## src/design/dhu_pkg.sv

```systemverilog
// Shared widths, codes, reset values and types for the dual hysteresis controller.
package dhu_pkg;

    localparam int ReqW   = 3;
    localparam int StateW = 3;
    localparam int ValW   = 15;
    localparam int HysW   = 10;
    localparam int HumW   = 14;
    localparam int IdxW   = 2;
    localparam int CmpW   = ValW + 1;

    // Request codes.
    localparam logic [ReqW-1:0] REQ_MEAS   = 3'd0;
    localparam logic [ReqW-1:0] REQ_OFF    = 3'd1;
    localparam logic [ReqW-1:0] REQ_ON     = 3'd2;
    localparam logic [ReqW-1:0] REQ_TOGGLE = 3'd3;
    localparam logic [ReqW-1:0] REQ_AUTO   = 3'd4;

    // State codes.
    localparam logic [StateW-1:0] ST_AUTO_OFF = 3'd0;
    localparam logic [StateW-1:0] ST_AUTO_ON  = 3'd1;
    localparam logic [StateW-1:0] ST_MAN_OFF  = 3'd2;
    localparam logic [StateW-1:0] ST_MAN_ON   = 3'd3;
    localparam logic [StateW-1:0] ST_UNKNOWN  = 3'd4;

    // Configuration register indexes.
    localparam logic [IdxW-1:0] CFG_TEMP_THR = 2'd0;
    localparam logic [IdxW-1:0] CFG_TEMP_HYS = 2'd1;
    localparam logic [IdxW-1:0] CFG_HUM_THR  = 2'd2;
    localparam logic [IdxW-1:0] CFG_HUM_HYS  = 2'd3;

    // Saturation limits and reset values.
    localparam logic signed [ValW-1:0] VAL_LO      = -15'sd4000;
    localparam logic signed [ValW-1:0] VAL_HI      = 15'sd10000;
    localparam logic signed [ValW-1:0] TEMP_THR_HI = 15'sd8500;
    localparam logic [HumW-1:0]        HUM_THR_HI  = 14'd10000;
    localparam logic [HysW-1:0]        HYS_HI      = 10'd1000;

    localparam logic signed [ValW-1:0] TEMP_THR_RST = 15'sd2500;
    localparam logic [HysW-1:0]        TEMP_HYS_RST = 10'd50;
    localparam logic signed [ValW-1:0] HUM_THR_RST  = 15'sd2000;
    localparam logic [HysW-1:0]        HUM_HYS_RST  = 10'd100;
    localparam logic signed [ValW-1:0] LAST_RST     = 15'sd10000;

    typedef struct packed {
        logic signed [ValW-1:0] temp_thr;
        logic [HysW-1:0]        temp_hys;
        logic signed [ValW-1:0] hum_thr;
        logic [HysW-1:0]        hum_hys;
    } t_cfg;

endpackage

```

## src/design/dhu_cfg.sv

```systemverilog
// Configuration registers, saturated to their legal ranges as they are written.
module dhu_cfg
    import dhu_pkg::*;
(
    input  logic            i_clk,
    input  logic            i_rst_n,
    input  logic            i_wr,
    input  logic [IdxW-1:0] i_index,
    input  logic [ValW-1:0] i_data,
    output t_cfg            o_cfg
);

    t_cfg r_cfg;
    t_cfg n_cfg;

    logic signed [ValW-1:0] w_temp_thr;
    logic [HumW-1:0]        w_hum_thr;
    logic [HysW-1:0]        w_hys;

    always_comb begin
        w_temp_thr = signed'(i_data);
        w_hum_thr  = i_data[HumW-1:0];
        w_hys      = i_data[HysW-1:0];
        n_cfg      = r_cfg;
        case (i_index)
            CFG_TEMP_THR: begin
                if (w_temp_thr < VAL_LO) begin
                    n_cfg.temp_thr = VAL_LO;
                end else if (w_temp_thr > TEMP_THR_HI) begin
                    n_cfg.temp_thr = TEMP_THR_HI;
                end else begin
                    n_cfg.temp_thr = w_temp_thr;
                end
            end
            CFG_TEMP_HYS: begin
                n_cfg.temp_hys = (w_hys > HYS_HI) ? HYS_HI : w_hys;
            end
            CFG_HUM_THR: begin
                n_cfg.hum_thr = signed'({1'b0, (w_hum_thr > HUM_THR_HI) ? HUM_THR_HI
                                                                        : w_hum_thr});
            end
            CFG_HUM_HYS: begin
                n_cfg.hum_hys = (w_hys > HYS_HI) ? HYS_HI : w_hys;
            end
            default: begin
                n_cfg = r_cfg;
            end
        endcase
    end

    always_ff @(posedge i_clk) begin
        if (!i_rst_n) begin
            r_cfg.temp_thr <= TEMP_THR_RST;
            r_cfg.temp_hys <= TEMP_HYS_RST;
            r_cfg.hum_thr  <= HUM_THR_RST;
            r_cfg.hum_hys  <= HUM_HYS_RST;
        end else if (i_wr) begin
            r_cfg <= n_cfg;
        end
    end

    assign o_cfg = r_cfg;

endmodule

```

## src/design/dhu_core.sv

```systemverilog
// Channel state, hysteresis rule and result register.
module dhu_core
    import dhu_pkg::*;
(
    input  logic              i_clk,
    input  logic              i_rst_n,
    input  t_cfg              i_cfg,
    input  logic              i_item_valid,
    input  logic [ReqW-1:0]   i_req_type,
    input  logic              i_channel,
    input  logic [ValW-1:0]   i_value,
    output logic              o_advance,
    output logic              o_out_valid,
    input  logic              i_out_ready,
    output logic              o_out_channel,
    output logic [StateW-1:0] o_state_code,
    output logic              o_drive_level
);

    logic [StateW-1:0]      r_state [2];
    logic                   r_drive [2];
    logic signed [ValW-1:0] r_last  [2];

    logic              r_out_valid;
    logic              r_out_channel;
    logic [StateW-1:0] r_out_state;
    logic              r_out_drive;

    logic [StateW-1:0]      w_old;
    logic                   w_drv;
    logic signed [ValW-1:0] w_last;
    logic signed [ValW-1:0] w_val;
    logic signed [ValW-1:0] w_thr;
    logic [HysW-1:0]        w_hys;
    logic signed [CmpW-1:0] w_cmp;
    logic signed [CmpW-1:0] w_lo;
    logic signed [CmpW-1:0] w_hi;
    logic                   w_manual;
    logic                   w_below;
    logic                   w_above;
    logic [StateW-1:0]      n_state;
    logic                   n_drive;
    logic signed [ValW-1:0] n_last;

    // The result register is free this cycle or is being emptied.
    assign o_advance = !r_out_valid || i_out_ready;

    always_comb begin
        w_old    = r_state[i_channel];
        w_drv    = r_drive[i_channel];
        w_last   = r_last[i_channel];
        w_thr    = i_channel ? i_cfg.hum_thr : i_cfg.temp_thr;
        w_hys    = i_channel ? i_cfg.hum_hys : i_cfg.temp_hys;
        w_manual = (w_old == ST_MAN_OFF) || (w_old == ST_MAN_ON);

        if (signed'(i_value) < VAL_LO) begin
            w_val = VAL_LO;
        end else if (signed'(i_value) > VAL_HI) begin
            w_val = VAL_HI;
        end else begin
            w_val = signed'(i_value);
        end

        // A measurement tests its own value; the auto command tests the stored one.
        w_cmp   = (i_req_type == REQ_MEAS) ? CmpW'(w_val) : CmpW'(w_last);
        w_lo    = CmpW'(w_thr) - signed'(CmpW'(w_hys));
        w_hi    = CmpW'(w_thr) + signed'(CmpW'(w_hys));
        w_below = w_cmp < w_lo;
        w_above = w_cmp > w_hi;

        n_state = w_old;
        n_drive = w_drv;
        n_last  = w_last;
        case (i_req_type)
            REQ_MEAS, REQ_AUTO: begin
                if (!(i_req_type == REQ_MEAS && w_manual)) begin
                    if (i_req_type == REQ_MEAS) begin
                        n_last = w_val;
                    end
                    if (w_below) begin
                        n_state = ST_AUTO_ON;
                        n_drive = 1'b1;
                    end else if (w_above) begin
                        n_state = ST_AUTO_OFF;
                        n_drive = 1'b0;
                    end else if (w_manual) begin
                        n_state = w_drv ? ST_AUTO_ON : ST_AUTO_OFF;
                    end
                end
            end
            REQ_OFF: begin
                n_state = ST_MAN_OFF;
                n_drive = 1'b0;
            end
            REQ_ON: begin
                n_state = ST_MAN_ON;
                n_drive = 1'b1;
            end
            REQ_TOGGLE: begin
                if (w_old == ST_AUTO_OFF || w_old == ST_MAN_OFF ||
                    (w_old == ST_UNKNOWN && !w_drv)) begin
                    n_state = ST_MAN_ON;
                    n_drive = 1'b1;
                end else begin
                    n_state = ST_MAN_OFF;
                    n_drive = 1'b0;
                end
            end
            default: begin
                n_state = w_old;
            end
        endcase
    end

    always_ff @(posedge i_clk) begin
        if (!i_rst_n) begin
            r_state[0] <= ST_UNKNOWN;
            r_state[1] <= ST_UNKNOWN;
            r_drive[0] <= 1'b0;
            r_drive[1] <= 1'b0;
            r_last[0]  <= LAST_RST;
            r_last[1]  <= LAST_RST;
        end else if (i_item_valid && o_advance) begin
            r_state[i_channel] <= n_state;
            r_drive[i_channel] <= n_drive;
            r_last[i_channel]  <= n_last;
        end
    end

    always_ff @(posedge i_clk) begin
        if (!i_rst_n) begin
            r_out_valid <= 1'b0;
        end else if (o_advance) begin
            r_out_valid <= i_item_valid && (n_state != w_old);
        end
    end

    always_ff @(posedge i_clk) begin
        if (o_advance && i_item_valid) begin
            r_out_channel <= i_channel;
            r_out_state   <= n_state;
            r_out_drive   <= n_drive;
        end
    end

    assign o_out_valid   = r_out_valid;
    assign o_out_channel = r_out_channel;
    assign o_state_code  = r_out_state;
    assign o_drive_level = r_out_drive;

endmodule

```

## src/design/dual_hysteresis_unit_control_top.sv

```systemverilog
// Dual hysteresis controller: input register, channel core and configuration registers.
// An accepted item passes the input register, then the result register; an item that
// changes no state code shows nothing.
// Throughput: one item per cycle; the input stalls only while a result waits for the receiver.
// Reset (synchronous, active low): both channels unknown with drive off, last readings
// 100.00, thresholds and bands at their defaults, no item or result pending.
module dual_hysteresis_unit_control_top
    import dhu_pkg::*;
(
    input  logic              i_clk,
    input  logic              i_rst_n,
    input  logic              i_in_valid,
    output logic              o_in_ready,
    input  logic [ReqW-1:0]   i_req_type,
    input  logic              i_channel,
    input  logic [ValW-1:0]   i_value,
    output logic              o_out_valid,
    input  logic              i_out_ready,
    output logic              o_out_channel,
    output logic [StateW-1:0] o_state_code,
    output logic              o_drive_level,
    input  logic              i_cfg_valid,
    output logic              o_cfg_ready,
    input  logic [IdxW-1:0]   i_cfg_index,
    input  logic [ValW-1:0]   i_cfg_data
);

    logic            r_in_valid;
    logic [ReqW-1:0] r_req_type;
    logic            r_channel;
    logic [ValW-1:0] r_value;
    logic            w_advance;
    t_cfg            w_cfg;

    assign o_cfg_ready = 1'b1;
    assign o_in_ready  = !r_in_valid || w_advance;

    always_ff @(posedge i_clk) begin
        if (!i_rst_n) begin
            r_in_valid <= 1'b0;
        end else if (o_in_ready) begin
            r_in_valid <= i_in_valid;
        end
    end

    always_ff @(posedge i_clk) begin
        if (o_in_ready && i_in_valid) begin
            r_req_type <= i_req_type;
            r_channel  <= i_channel;
            r_value    <= i_value;
        end
    end

    dhu_cfg u_cfg (
        .i_clk   (i_clk),
        .i_rst_n (i_rst_n),
        .i_wr    (i_cfg_valid && o_cfg_ready),
        .i_index (i_cfg_index),
        .i_data  (i_cfg_data),
        .o_cfg   (w_cfg)
    );

    dhu_core u_core (
        .i_clk         (i_clk),
        .i_rst_n       (i_rst_n),
        .i_cfg         (w_cfg),
        .i_item_valid  (r_in_valid),
        .i_req_type    (r_req_type),
        .i_channel     (r_channel),
        .i_value       (r_value),
        .o_advance     (w_advance),
        .o_out_valid   (o_out_valid),
        .i_out_ready   (i_out_ready),
        .o_out_channel (o_out_channel),
        .o_state_code  (o_state_code),
        .o_drive_level (o_drive_level)
    );

endmodule

```

## config.mk

```make
export PLATFORM = sky130hd
export DESIGN_NAME = dual_hysteresis_unit_control_top
export DESIGN_NICKNAME = d
export VERILOG_FILES = /design/src/design/dhu_pkg.sv /design/src/design/dhu_cfg.sv /design/src/design/dhu_core.sv /design/src/design/dual_hysteresis_unit_control_top.sv
export SDC_FILE = /design/constraint.sdc
export NUM_CORES = 1
export LEC_CHECK = 0
export CELL_PAD_IN_SITES_DETAIL_PLACEMENT = 1
export CELL_PAD_IN_SITES_GLOBAL_PLACEMENT = 1
export CORE_AREA = 2 2 129 131
export CTS_CLUSTER_DIAMETER = 30
export CTS_CLUSTER_SIZE = 28
export DETAILED_ROUTE_END_ITERATION = 6
export DIE_AREA = 0 0 131 133
export DONT_BUFFER_PORTS = 1
export PLACE_DENSITY = 0.82
export SYNTH_ARGS = -nofsm -noshare
export SYNTH_HDL_FRONTEND = slang
export SYNTH_SLANG_ARGS = --single-unit
```

## constraint.sdc

```tcl
create_clock -name i_clk -period 15.4 [get_ports i_clk]
set_clock_uncertainty 0.2 [all_clocks]
set_input_delay 1.54 -clock i_clk [delete_from_list [all_inputs] [get_ports i_clk]]
set_output_delay 1.54 -clock i_clk [all_outputs]
set_load 0.005 [all_outputs]
```

==> results by group, run 1 <==
Outcome
  – Status: complete, no violations

Critical path
  – Worst setup path class: reg -> reg
  – Reg2reg setup slack: just over 9 ns
  – Worst Path Required: 15.34 ns
  – CP max FO: 34
  – Worst r2r src: r_channel$_DFFE_PP_
  – Worst R2R End: u_core.r_state[1][0]$_SDFFCE_PN0P_
  – Reg2reg path depth: 24
  – CP Data Arrival Time: 6.07 ns
  – CP Capture Type: flop
  – Critical Path Start Type: flop

Die
  – Die X: between 100 and 150 um
  – Die height: between 100 and 150 um
  – Core area: ~16000 um2
  – FP Rows: 47
  – Starting Density: 0.436
  – # IOs: 49
  – Die Area: around 17000 um2

Final layout
  – Area delta synth->final: 10.9%
  – Final Util: 0.484
  – Most common cell after layout, fill and taps aside: nand2_1
  – Most frequent cells in the layout: nand2_1, nor2_1, edfxtp_1
  – Share of layout cells above drive strength 1: 0.0808
  – Antenna Diode Count: 0
  – Fin nets: between 800 and 900
  – Seq. cell area: around 2900 um2
  – Multi-input logic area: roughly 3900 um2
  – Fill count: 1839
  – Final Non-Filler Cells: 1000

CTS
  – CTS root buffer: clkbuf_16
  – CTS tree: yes
  – H-tree levels: 4
  – Max Buffers Root-to-Sink: 2
  – Post-CTS Hold Buffers: 0
  – Clk Latency, worst-skew pair: 0.43 ns
  – Cts bufs inserted: 17
  – Post-CTS setup repair buffer count: 0
  – Clock sink count: 114
  – Post-CTS resize count: 0
  – Reg clk slew, reported paths: around 0.05 ns

Logic synthesis
  – Cell Area, Synth: between 7000 and 8000 um2
  – Complex-gate fraction of the synthesized area: 0.190
  – Yosys warning count: 0
  – Cell variety after synth: 71
  – Sequential share of the synthesized area: 0.409
  – Synth Area in Simple Gates: 0.176
  – Main combinational cell family by area after synthesis: compound AO/OA/AOI/OAI gates
  – Syn nets: roughly 870
  – Number of flops mapped to enable cells by yosys: 60
  – Asr flop ratio synth: 0
  – Mux share of post-synthesis cell area: 0.0631
  – Synth Area in Adders: 0.0918
  – Mean Syn Cell Area: slightly above 9 um2
  – Top FF cell, synth: edfxtp_1
  – Synth Register Bits: approximately 110
  – Synthesized instance count: slightly below 800
  – Synth Area in XOR/XNOR: 0.0284

Power and ir drop
  – Sequential Power Share: 0.381
  – Max VDD drop: around 0.081 mV
  – Switch Pwr: ~0.25 mW
  – Internal power: between 0.6 and 0.7 mW
  – Gate power share: 0.183
  – Static Leakage: a little over 3 nW
  – Tot Pwr: approximately 0.90 mW
  – P per Cell Area: between 100 and 150 nW/um2
  – Clock share of power: 0.435
  – Sw Ratio: 0.278

STA
  – Number of max-slew violations in the final report: 0
  – Final hold violation count: 0
  – Worst-margin pin slew: between 0.9 and 1 ns
  – RSZ-0062 raised after global routing: no
  – Final period utilization: 0.398
  – Final Worst Setup Slack: between 9 and 10 ns
  – Final Setup Violations: 0
  – Minimum clock period after layout: slightly above 6 ns
  – Relative slew slack: 0.318
  – Fmax: 163 MHz
  – Final setup TNS: 0 ns

Detailed routing
  – Wirelength per Cell: between 15 and 20 um
  – First-pass detailed-route iteration total: 4
  – Post-detailed-routing wire length: ~20000 um
  – Residual DRC: 0
  – Iter 0 DRT Violations: between 200 and 250
  – DR vias/cell: approximately 5.8
  – Via count: around 5800
  – Antenna Nets Post-Route: 0

GRT
  – Met1 GRT Util: 0.280
  – Global route overflow: 0
  – Busiest grt layer: met2
  – Gr usage total: 0.237
  – Met2 Resource Use GR: 0.417
  – Initial antenna violation count: 0
  – First-pass GRT wire length: 32000 um
  – Met3 GRT Util: 0.0453
  – Pin count of the biggest net entering global routing: 37
  – Vias in the first global route: around 6300

Placed design
  – Worst slack, placed: just over 9 ns
  – Cell total after placement: 968
  – IO buf count: 0
  – GPL Wtd Cong: 0.878
  – HPWL Detailed: approximately 14000 um

Min path
  – Worst Hold End: u_cfg.o_cfg[13]$_SDFFE_PN0P_
  – Hold WC Path Type: reg -> reg
  – Hold Path Origin: u_cfg.o_cfg[13]$_SDFFE_PN0P_
  – Worst hold stages: 2

Job
  – Max-cap violations: 0
-- logic make-up after synthesis --
logic type,count (synthesis)
other,1
AO/OA/AOI/OAI,204
AND/OR/NAND/NOR,267
flip-flops,114
multiplexers,43
buffers and inverters,77
adder cells (fa/ha/maj),51
XOR/XNOR,22
-- layout make-up --
type,instances,area share
inverters,42,0.0201
well taps,220,0.0352
clock inverters,6,0.00448
multi-input cells,588,0.496
flip-flops and latches,114,0.368
repair buffers,4,0.00384
clock buffers,26,0.0721
-- worst max-delay path by stage --
stage / depth (start not counted) / startpoint / to / slack [ns]
2_1_floorplan: 25 / r_channel$_DFFE_PP_ / u_core.r_state[0][0]$_SDFFCE_PN0P_ / 9.61
6_report: 24 / r_channel$_DFFE_PP_ / u_core.r_state[1][0]$_SDFFCE_PN0P_ / 9.27
4_1_cts: 23 / r_channel$_DFFE_PP_ / u_core.r_state[1][0]$_SDFFCE_PN0P_ / 9.27
3_3_place_gp: 23 / r_channel$_DFFE_PP_ / u_core.r_state[1][0]$_SDFFCE_PN0P_ / 9.56
5_1_grt: 24 / r_channel$_DFFE_PP_ / u_core.r_state[1][0]$_SDFFCE_PN0P_ / 8.72
3_5_place_dp: 24 / r_channel$_DFFE_PP_ / u_core.r_state[1][0]$_SDFFCE_PN0P_ / 9.30
-- power groups by stage --
stage | Sequential [mW] | Combinational (mW) | Clock (mW)
final | 0.344 | 0.165 | 0.392
after global routing | 0.345 | 0.186 | 0.410
after CTS | 0.344 | 0.165 | 0.395
after detailed placement | 0.349 | 0.163 | 0
after global placement | 0.349 | 0.156 | 0
after floorplan | 0.346 | 0.126 | 0
-- cells in the mapped netlist (all sizes together) (4+ instances only) --
cell,number,area share
o21bai,5,0.0053
inv,41,0.022
dfxtp,54,0.15
xnor2,16,0.021
nand4,7,0.0062
mux2,12,0.019
nor4,5,0.0044
a211o,4,0.0050
buf,11,0.0069
nor2,85,0.048
and3,4,0.0035
a221o,4,0.0057
or2,5,0.0044
or3,7,0.0062
a2111oi,4,0.0050
nor3,10,0.0071
clkbuf,24,0.013
nand2b,9,0.0080
o211ai,12,0.015
xor2,6,0.0074
nor2b,8,0.0071
o22ai,6,0.0053
a21boi,4,0.0043
ha,47,0.083
nand3,18,0.013
a21oi,54,0.039
a22oi,14,0.016
a21o,5,0.0053
a31oi,9,0.0080
mux2i,31,0.044
a211oi,11,0.012
edfxtp,60,0.26
nand2,95,0.051
o21ai,53,0.038
-- stage by stage --
step                      hold slack, ns  area [um2]
after CTS                          0.271        7830
after floorplan                    0.224        7060
after global placement             0.240        7230
after detailed placement           0.255        7230
after global routing               0.300        7830
final                              0.267        7830
-- registers in the layout, indices dropped and copies added, names as in the netlist, 2 cells and up, named ones only --
signal and count:
r_req_type 3, r_value 15, u_cfg.o_cfg 49, u_core.o_state_code 3
u_core.r_drive 2, u_core.r_last 30, u_core.r_state 6
-- worst max-delay path, stage by stage, from the launching register on --
cell,delay (ns)
edfxtp_1,0.32
buf_4,0.41
mux2i_1,0.33
ha_1,0.23
inv_1,0.07
fa_1,0.41
a21o_1,0.19
a21oi_1,0.22
o21ai_0,0.11
a21oi_1,0.25
o21bai_1,0.10
a21oi_1,0.23
o21bai_1,0.14
a2111oi_0,0.55
xor2_1,0.14
ha_1,0.32
nand4_1,0.09
nor2_1,0.17
o21ai_0,0.12
a21oi_1,0.20
o21bai_1,0.14
o22a_1,0.31
o21ai_0,0.15
a41oi_1,0.30
a21oi_1,0.11
-- layer usage --
layer  vias to the layer above  routed length, um
met1                      2888               8500
met4                         0                538
met2                       122              10100
met5                         -                  0
li1                       2791                  -
met3                        34                609
(Power assumes the default switching activity.)
==> inputs of run 2 (changes only) <==
==> constraint.sdc (replaced) <==
create_clock -name i_clk -period 6.1 [get_ports i_clk]
set_clock_uncertainty 0.2 [all_clocks]
set_input_delay 0.61 -clock i_clk [delete_from_list [all_inputs] [get_ports i_clk]]
set_output_delay 0.61 -clock i_clk [all_outputs]
set_load 0.005 [all_outputs]
==> run 2 against run 1 <==
  * Final cell count grew 0.10%
  * Die area did not move
  * Via count hardly changed
  * Global-route usage hardly changed
  * Count of clock-buffer cells in the layout is the same
  * Maximum frequency is 6.0% higher
  * Design area up 0.51%
  * Critical path depth fell by 1
  * Critical endpoint unchanged
==> results by group, run 2 (synthesis gave the netlist of run 1 again) <==
Critical path
  – Worst R2R End: u_core.r_state[1][0]$_SDFFCE_PN0P_
  – CP Capture Type: flop
  – Cell mode on critical path: a21oi_1
  – Crit path cell chain: buf_4 > mux2i_1 > inv_1 > ha_1 > nand2b_1 > a21oi_1 > o21ai_0 > a21oi_1 > o21ai_0 > a21oi_1 > o31a_1 > nor2_1 > o31ai_1 > ha_1 > nand4_1 > nor3_1 > a211oi_1 > o21a_1 > o21ai_0 > a311o_1 > o211ai_4 > o2111ai_2 > a21oi_1
  – Reg2reg setup slack: roughly 0.32 ns
  – CP max stage delay: between 0.5 and 0.6 ns
  – Critical Path Start Type: flop
  – Critical path's slowest cell: edfxtp_1
  – Worst setup path class: reg -> reg
  – CP Data Arrival Time: about 5.8 ns
  – CP max FO: 6
  – Worst Path Buf+Inv: 2
  – Reg2reg path depth: 23
  – Top Family by Delay on Critical Path: compound AO/OA/AOI/OAI gates
  – Worst r2r src: r_channel$_DFFE_PP_
  – Worst Path Required: roughly 6.1 ns

Power and ir drop
  – P per Cell Area: 285 nW/um2
  – Max VDD drop: between 0.2 and 0.25 mV
  – Static Leakage: just over 3 nW
  – Tot Pwr: 2.24 mW

GRT
  – First-pass GRT wire length: between 30000 and 40000 um
  – Global route overflow: 0
  – Vias in the first global route: around 6300
  – Gr usage total: 0.237
  – Pin count of the biggest net entering global routing: 37
  – Initial antenna violation count: 0

Final layout
  – Area delta synth->final: 11.5%
  – Most frequent cells in the layout: nand2_1, nor2_1, edfxtp_1
  – Fin nets: 859
  – Most common cell after layout, fill and taps aside: nand2_1
  – Final Non-Filler Cells: roughly 1000
  – Max reg flops: 49
  – Share of layout cells above drive strength 1: 0.0922
  – Antenna Diode Count: 0

Die
  – Die Area: around 17000 um2
  – Die height: roughly 130 um
  – Starting Density: 0.436
  – FP Rows: between 40 and 50
  – Die X: 131 um
  – # IOs: just under 50
  – Core area: 16200 um2

Detailed routing
  – Residual DRC: 0
  – Antenna Nets Post-Route: 0
  – First-pass detailed-route iteration total: 4
  – DR vias/cell: 5.83
  – Post-detailed-routing wire length: roughly 20000 um
  – Via count: between 5000 and 6000
  – Iter 0 DRT Violations: ~310
  – Wirelength per Cell: 19.9 um

CTS
  – Clock sink count: 114
  – Clk Latency, worst-skew pair: approximately 0.43 ns
  – CTS root buffer: clkbuf_16
  – H-tree levels: 4
  – Cts bufs inserted: 17
  – CTS tree: yes
  – Post-CTS Hold Buffers: 0
  – Reg clk slew, reported paths: approximately 0.06 ns
  – Max Buffers Root-to-Sink: 2

Min path
  – Hold Path Origin: i_rst_n
  – Worst Hold End: u_cfg.o_cfg[20]$_SDFFE_PN1P_
  – Hold WC Path Type: in -> reg
  – Worst hold stages: 1

STA
  – Hold WS: ~0.057 ns
  – Worst-margin pin slew: between 1 and 1.5 ns
  – Final Worst Setup Slack: between 0.3 and 0.4 ns
  – Relative slew slack: 0.279
  – Fmax: roughly 170 MHz
  – Number of max-slew violations in the final report: 0
  – Final hold violation count: 0
  – Final Setup Violations: 0
  – Minimum clock period after layout: a little under 6 ns
  – Final setup TNS: 0 ns
  – Final period utilization: 0.947

Placed design
  – GPL Wtd Cong: 0.920
  – HPWL Detailed: around 15000 um
  – Cell total after placement: slightly below 1000
  – Worst slack, placed: -0.00197 ns
  – IO buf count: 0

Job
  – Max-cap violations: 0

Outcome
  – Status: complete, no violations
-- run 2: changes by cell type in the layout (fill, tap and decap cells not counted), sizes merged --
cell    change
buf         +2
bufinv      +1
inv         -2
-- run 2: final cells by class --
cell class                 count  area, um2
sequential                   114       2880
fill                        1876       8310
clock buffer                  26        509
timing repair buffer           6       52.6
inverter                      42        158
clock inverter                 5       52.6
multi-input combinational    588       3940
tap                          220        275
-- run 2: timing repair --
item / 4_1_cts / 5_1_grt
endpoints found under the setup margin: 3 / 13
gates resized for setup: 1 / 13
pin swaps: 0 / 1
buffers inserted: 0 / 1
-- run 2: metal layers --
metal  global-route usage  up-vias  share of wire
met2                0.419      142           0.52
met4               0.0798        0          0.020
li1                     -     2802              -
met5                    0        -              0
met3               0.0566       30          0.045
met1                0.279     2866           0.41
-- run 2: stage by stage --
| step | utilization | cell area, um2 |
|---|---|---|
| after detailed placement | 0.447 | 7230 |
| after floorplan | - | 7060 |
| after global placement | 0.447 | 7230 |
| after global routing | 0.486 | 7870 |
| after CTS | 0.482 | 7800 |
| final | 0.486 | 7870 |
-- run 2: how the worst max path moves through the flow --
| stage | start | to | slack [ns] | cells after the start |
|---|---|---|---|---|
| after detailed placement | r_channel$_DFFE_PP_ | u_core.r_state[1][2]$_SDFFCE_PN1P_ | -0.002 | 22 |
| after CTS | r_channel$_DFFE_PP_ | u_core.r_state[1][2]$_SDFFCE_PN1P_ | 0.08 | 22 |
| final | r_channel$_DFFE_PP_ | u_core.r_state[1][0]$_SDFFCE_PN0P_ | 0.32 | 23 |
| after global routing | r_channel$_DFFE_PP_ | u_core.r_state[1][0]$_SDFFCE_PN0P_ | -0.06 | 23 |
| after global placement | r_channel$_DFFE_PP_ | u_core.r_state[0][2]$_SDFFCE_PN1P_ | 0.41 | 21 |
| after floorplan | r_channel$_DFFE_PP_ | u_core.r_state[0][0]$_SDFFCE_PN0P_ | 0.31 | 25 |
-- run 2: worst reg2reg max path, stage by stage, from the launching register on --
cell and delay [ns]:
edfxtp_1 0.54, buf_4 0.18, mux2i_1 0.27, inv_1 0.14
ha_1 0.31, nand2b_1 0.16, a21oi_1 0.18, o21ai_0 0.11
a21oi_1 0.20, o21ai_0 0.10, a21oi_1 0.21, o31a_1 0.26
nor2_1 0.11, o31ai_1 0.23, ha_1 0.38, nand4_1 0.33
nor3_1 0.09, a211oi_1 0.26, o21a_1 0.20, o21ai_0 0.13
a311o_1 0.38, o211ai_4 0.17, o2111ai_2 0.21, a21oi_1 0.24
-- run 2: where the power goes --
part / internal [mW] / switching (mW)
sequential: 0.846 / 0.0264
clock: 0.608 / 0.337
combinational: 0.165 / 0.261
total: 1.62 / 0.625
==> inputs of run 3 (changes only) <==
--- a/config.mk
+++ b/config.mk
@@ -8,11 +8,13 @@
 export CELL_PAD_IN_SITES_DETAIL_PLACEMENT = 1
 export CELL_PAD_IN_SITES_GLOBAL_PLACEMENT = 1
 export CORE_AREA = 2 2 129 131
+export CTS_BUF_LIST = sky130_fd_sc_hd__clkbuf_8
 export CTS_CLUSTER_DIAMETER = 30
 export CTS_CLUSTER_SIZE = 28
 export DETAILED_ROUTE_END_ITERATION = 6
 export DIE_AREA = 0 0 131 133
 export DONT_BUFFER_PORTS = 1
+export MAX_ROUTING_LAYER = met4
 export PLACE_DENSITY = 0.82
 export SYNTH_ARGS = -nofsm -noshare
 export SYNTH_HDL_FRONTEND = slang
==> run 3 against run 2 <==
  * Maximum frequency is 0.20% lower
  * Die area stayed put
  * Critical path type unchanged
  * Combinational power hardly changed
  * Critical endpoint is now u_core.r_state[1][2]$_SDFFCE_PN1P_
  * Design area is 2.5% lower
  * Final cell count is 0.40% higher
  * Non-clock buffer count is 3 higher
  * Highest routed layer unchanged
==> results by group, run 3 (synthesis gave the netlist of run 1 again) <==
STA
  – Number of max-slew violations in the final report: 0
  – Final hold violation count: 0
  – Fmax: around 170 MHz
  – Worst-margin pin slew: 1.10 ns
  – Minimum clock period after layout: about 5.8 ns
  – Final setup TNS: 0 ns
  – RSZ-0062 raised after global routing: yes
  – Hold WS: 0.0178 ns
  – Final Setup Violations: 0
  – Relative slew slack: 0.261
  – Final period utilization: 0.949

Die
  – Core area: roughly 16000 um2
  – # IOs: a little under 50
  – Starting Density: 0.436
  – Die height: approximately 130 um
  – FP Rows: 47
  – Die X: approximately 130 um
  – Die Area: between 15000 and 20000 um2

Min path
  – Worst hold stages: 1
  – Hold WC Path Type: in -> reg
  – Hold Path Origin: i_rst_n
  – Worst Hold End: u_cfg.o_cfg[6]$_SDFFE_PN1P_

Critical path
  – Worst R2R End: u_core.r_state[1][2]$_SDFFCE_PN1P_
  – Worst setup path class: reg -> reg
  – CP max FO: 6
  – Worst r2r src: r_channel$_DFFE_PP_
  – Critical Path Start Type: flop
  – Reg2reg path depth: 23
  – Reg2reg setup slack: about 0.31 ns
  – CP Capture Type: flop
  – CP Data Arrival Time: about 5.8 ns
  – Worst Path Required: 6.07 ns

CTS
  – Max Buffers Root-to-Sink: 2
  – CTS root buffer: clkbuf_8
  – Clock sink count: 114
  – Cts bufs inserted: 17
  – Clk Latency, worst-skew pair: between 0.4 and 0.5 ns
  – Reg clk slew, reported paths: 0.07 ns
  – CTS tree: yes
  – H-tree levels: 4

GRT
  – Pin count of the biggest net entering global routing: 37
  – Initial antenna violation count: 0
  – First-pass GRT wire length: about 31000 um
  – Global route overflow: 0
  – Vias in the first global route: 6109
  – Gr usage total: 0.237

Final layout
  – Fill count: approximately 1900
  – Fin nets: ~860
  – Area delta synth->final: 8.72%
  – Most frequent cells in the layout: nand2_1, nor2_1, edfxtp_1
  – Final Util: 0.474
  – Antenna Diode Count: 0
  – Most common cell after layout, fill and taps aside: nand2_1
  – Share of layout cells above drive strength 1: 0.0904
  – Max reg flops: approximately 50
  – Design Area, Final: between 7000 and 8000 um2

Detailed routing
  – First-pass detailed-route iteration total: 5
  – Residual DRC: 0
  – Iter 0 DRT Violations: approximately 300
  – DR vias/cell: just under 6
  – Wirelength per Cell: approximately 19 um
  – Via count: 5805
  – Post-detailed-routing wire length: approximately 19000 um
  – Antenna Nets Post-Route: 0

Power and ir drop
  – Sequential Power Share: 0.448
  – Switch Pwr: a little under 0.6 mW
  – Sw Ratio: 0.305
  – Static Leakage: roughly 3.0 nW
  – Internal power: approximately 1.4 mW
  – P per Cell Area: 253 nW/um2
  – Clock share of power: 0.334
  – Gate power share: 0.218
  – Max VDD drop: 0.189 mV
  – Tot Pwr: about 1.9 mW

Placed design
  – HPWL Detailed: around 14000 um
  – Area after DPL: 7240 um2
  – GPL Wtd Cong: approximately 0.95
  – IO buf count: 0

Job
  – Max-cap violations: 0

Outcome
  – Status: complete, no violations
run 3: cell types whose count changed in the layout (fill, tap and decap cells not counted), sizes merged:
cell         previous run  this run
clkbuf                 26        20
buf                     6         8
dlygate4sd3             0         1
inv                    41        48
run 3: repair_timing:
| action | CTS | global route |
|---|---|---|
| buffers inserted | 0 | 2 |
| endpoints found under the setup margin | 1 | 13 |
| hold buffers | 1 | 0 |
| hold endpoints to repair | 6 | 0 |
| pin swaps | 0 | 0 |
| resized for setup | 1 | 10 |
| cloned | 0 | 0 |
run 3: power by group through the flow:
stage          Sequential (mW)  Combinational, mW  Clock [mW]
2_1_floorplan            0.873              0.318           0
3_3_place_gp             0.885              0.387           0
3_5_place_dp             0.887              0.408           0
4_1_cts                  0.871              0.413       0.657
5_1_grt                  0.875              0.474       0.694
6_report                 0.871              0.423       0.650
run 3: metrics by stage:
stage / instances / setup WS, ns
after floorplan: 779 / 0.308
after global placement: 970 / 0.395
after detailed placement: 970 / 0.0352
after CTS: 1003 / 0.0997
after global routing: 1005 / -0.0868
final: 1005 / 0.311
run 3: final cells by class:
class                      instances  area (um2)  area share
timing repair buffer               9        70.1     0.00913
tap                              220         275      0.0359
sequential                       114        2880       0.376
inverter                          42         158      0.0205
clock inverter                    12        78.8      0.0103
multi-input combinational        588        3930       0.513
clock buffer                      20         275      0.0359
run 3: how the worst max path moves through the flow:
stage	start	to	slack, ns	cells past startpoint
floorplan	r_channel$_DFFE_PP_	u_core.r_state[0][0]$_SDFFCE_PN0P_	0.31	25
CTS	r_channel$_DFFE_PP_	u_core.r_state[1][2]$_SDFFCE_PN1P_	0.1	20
global placement	r_channel$_DFFE_PP_	u_core.r_state[0][2]$_SDFFCE_PN1P_	0.39	20
finish	r_channel$_DFFE_PP_	u_core.r_state[1][2]$_SDFFCE_PN1P_	0.31	23
global route	r_channel$_DFFE_PP_	u_core.r_state[1][0]$_SDFFCE_PN0P_	-0.09	23
detailed placement	r_channel$_DFFE_PP_	u_core.r_state[1][2]$_SDFFCE_PN1P_	0.04	21
run 3: critical path, stage by stage (launching register included):
cell and delay (ns):
edfxtp_1 0.48, buf_4 0.17, buf_4 0.13, mux2_2 0.35, ha_1 0.38, o21bai_1 0.18, a21oi_1 0.11, o21bai_1 0.22
a2111oi_2 0.12, a2111oi_0 0.45, o21ai_0 0.13, nand2b_1 0.17, a21boi_0 0.22, nor2_1 0.08, ha_1 0.30, nand4_1 0.26
nor3_1 0.08, a211oi_1 0.23, o21a_1 0.18, o21ai_0 0.12, a31oi_1 0.29, o211ai_4 0.17, a31oi_2 0.30, o21ai_0 0.15
run 3: routing by layer:
layer / GRT usage / wire, um / part of all wire
met4: 0.0845 / 323 / 0.017
met2: 0.398 / 9570 / 0.50
met5: - / 0 / 0
met3: 0.0510 / 710 / 0.037
met1: 0.278 / 8520 / 0.45
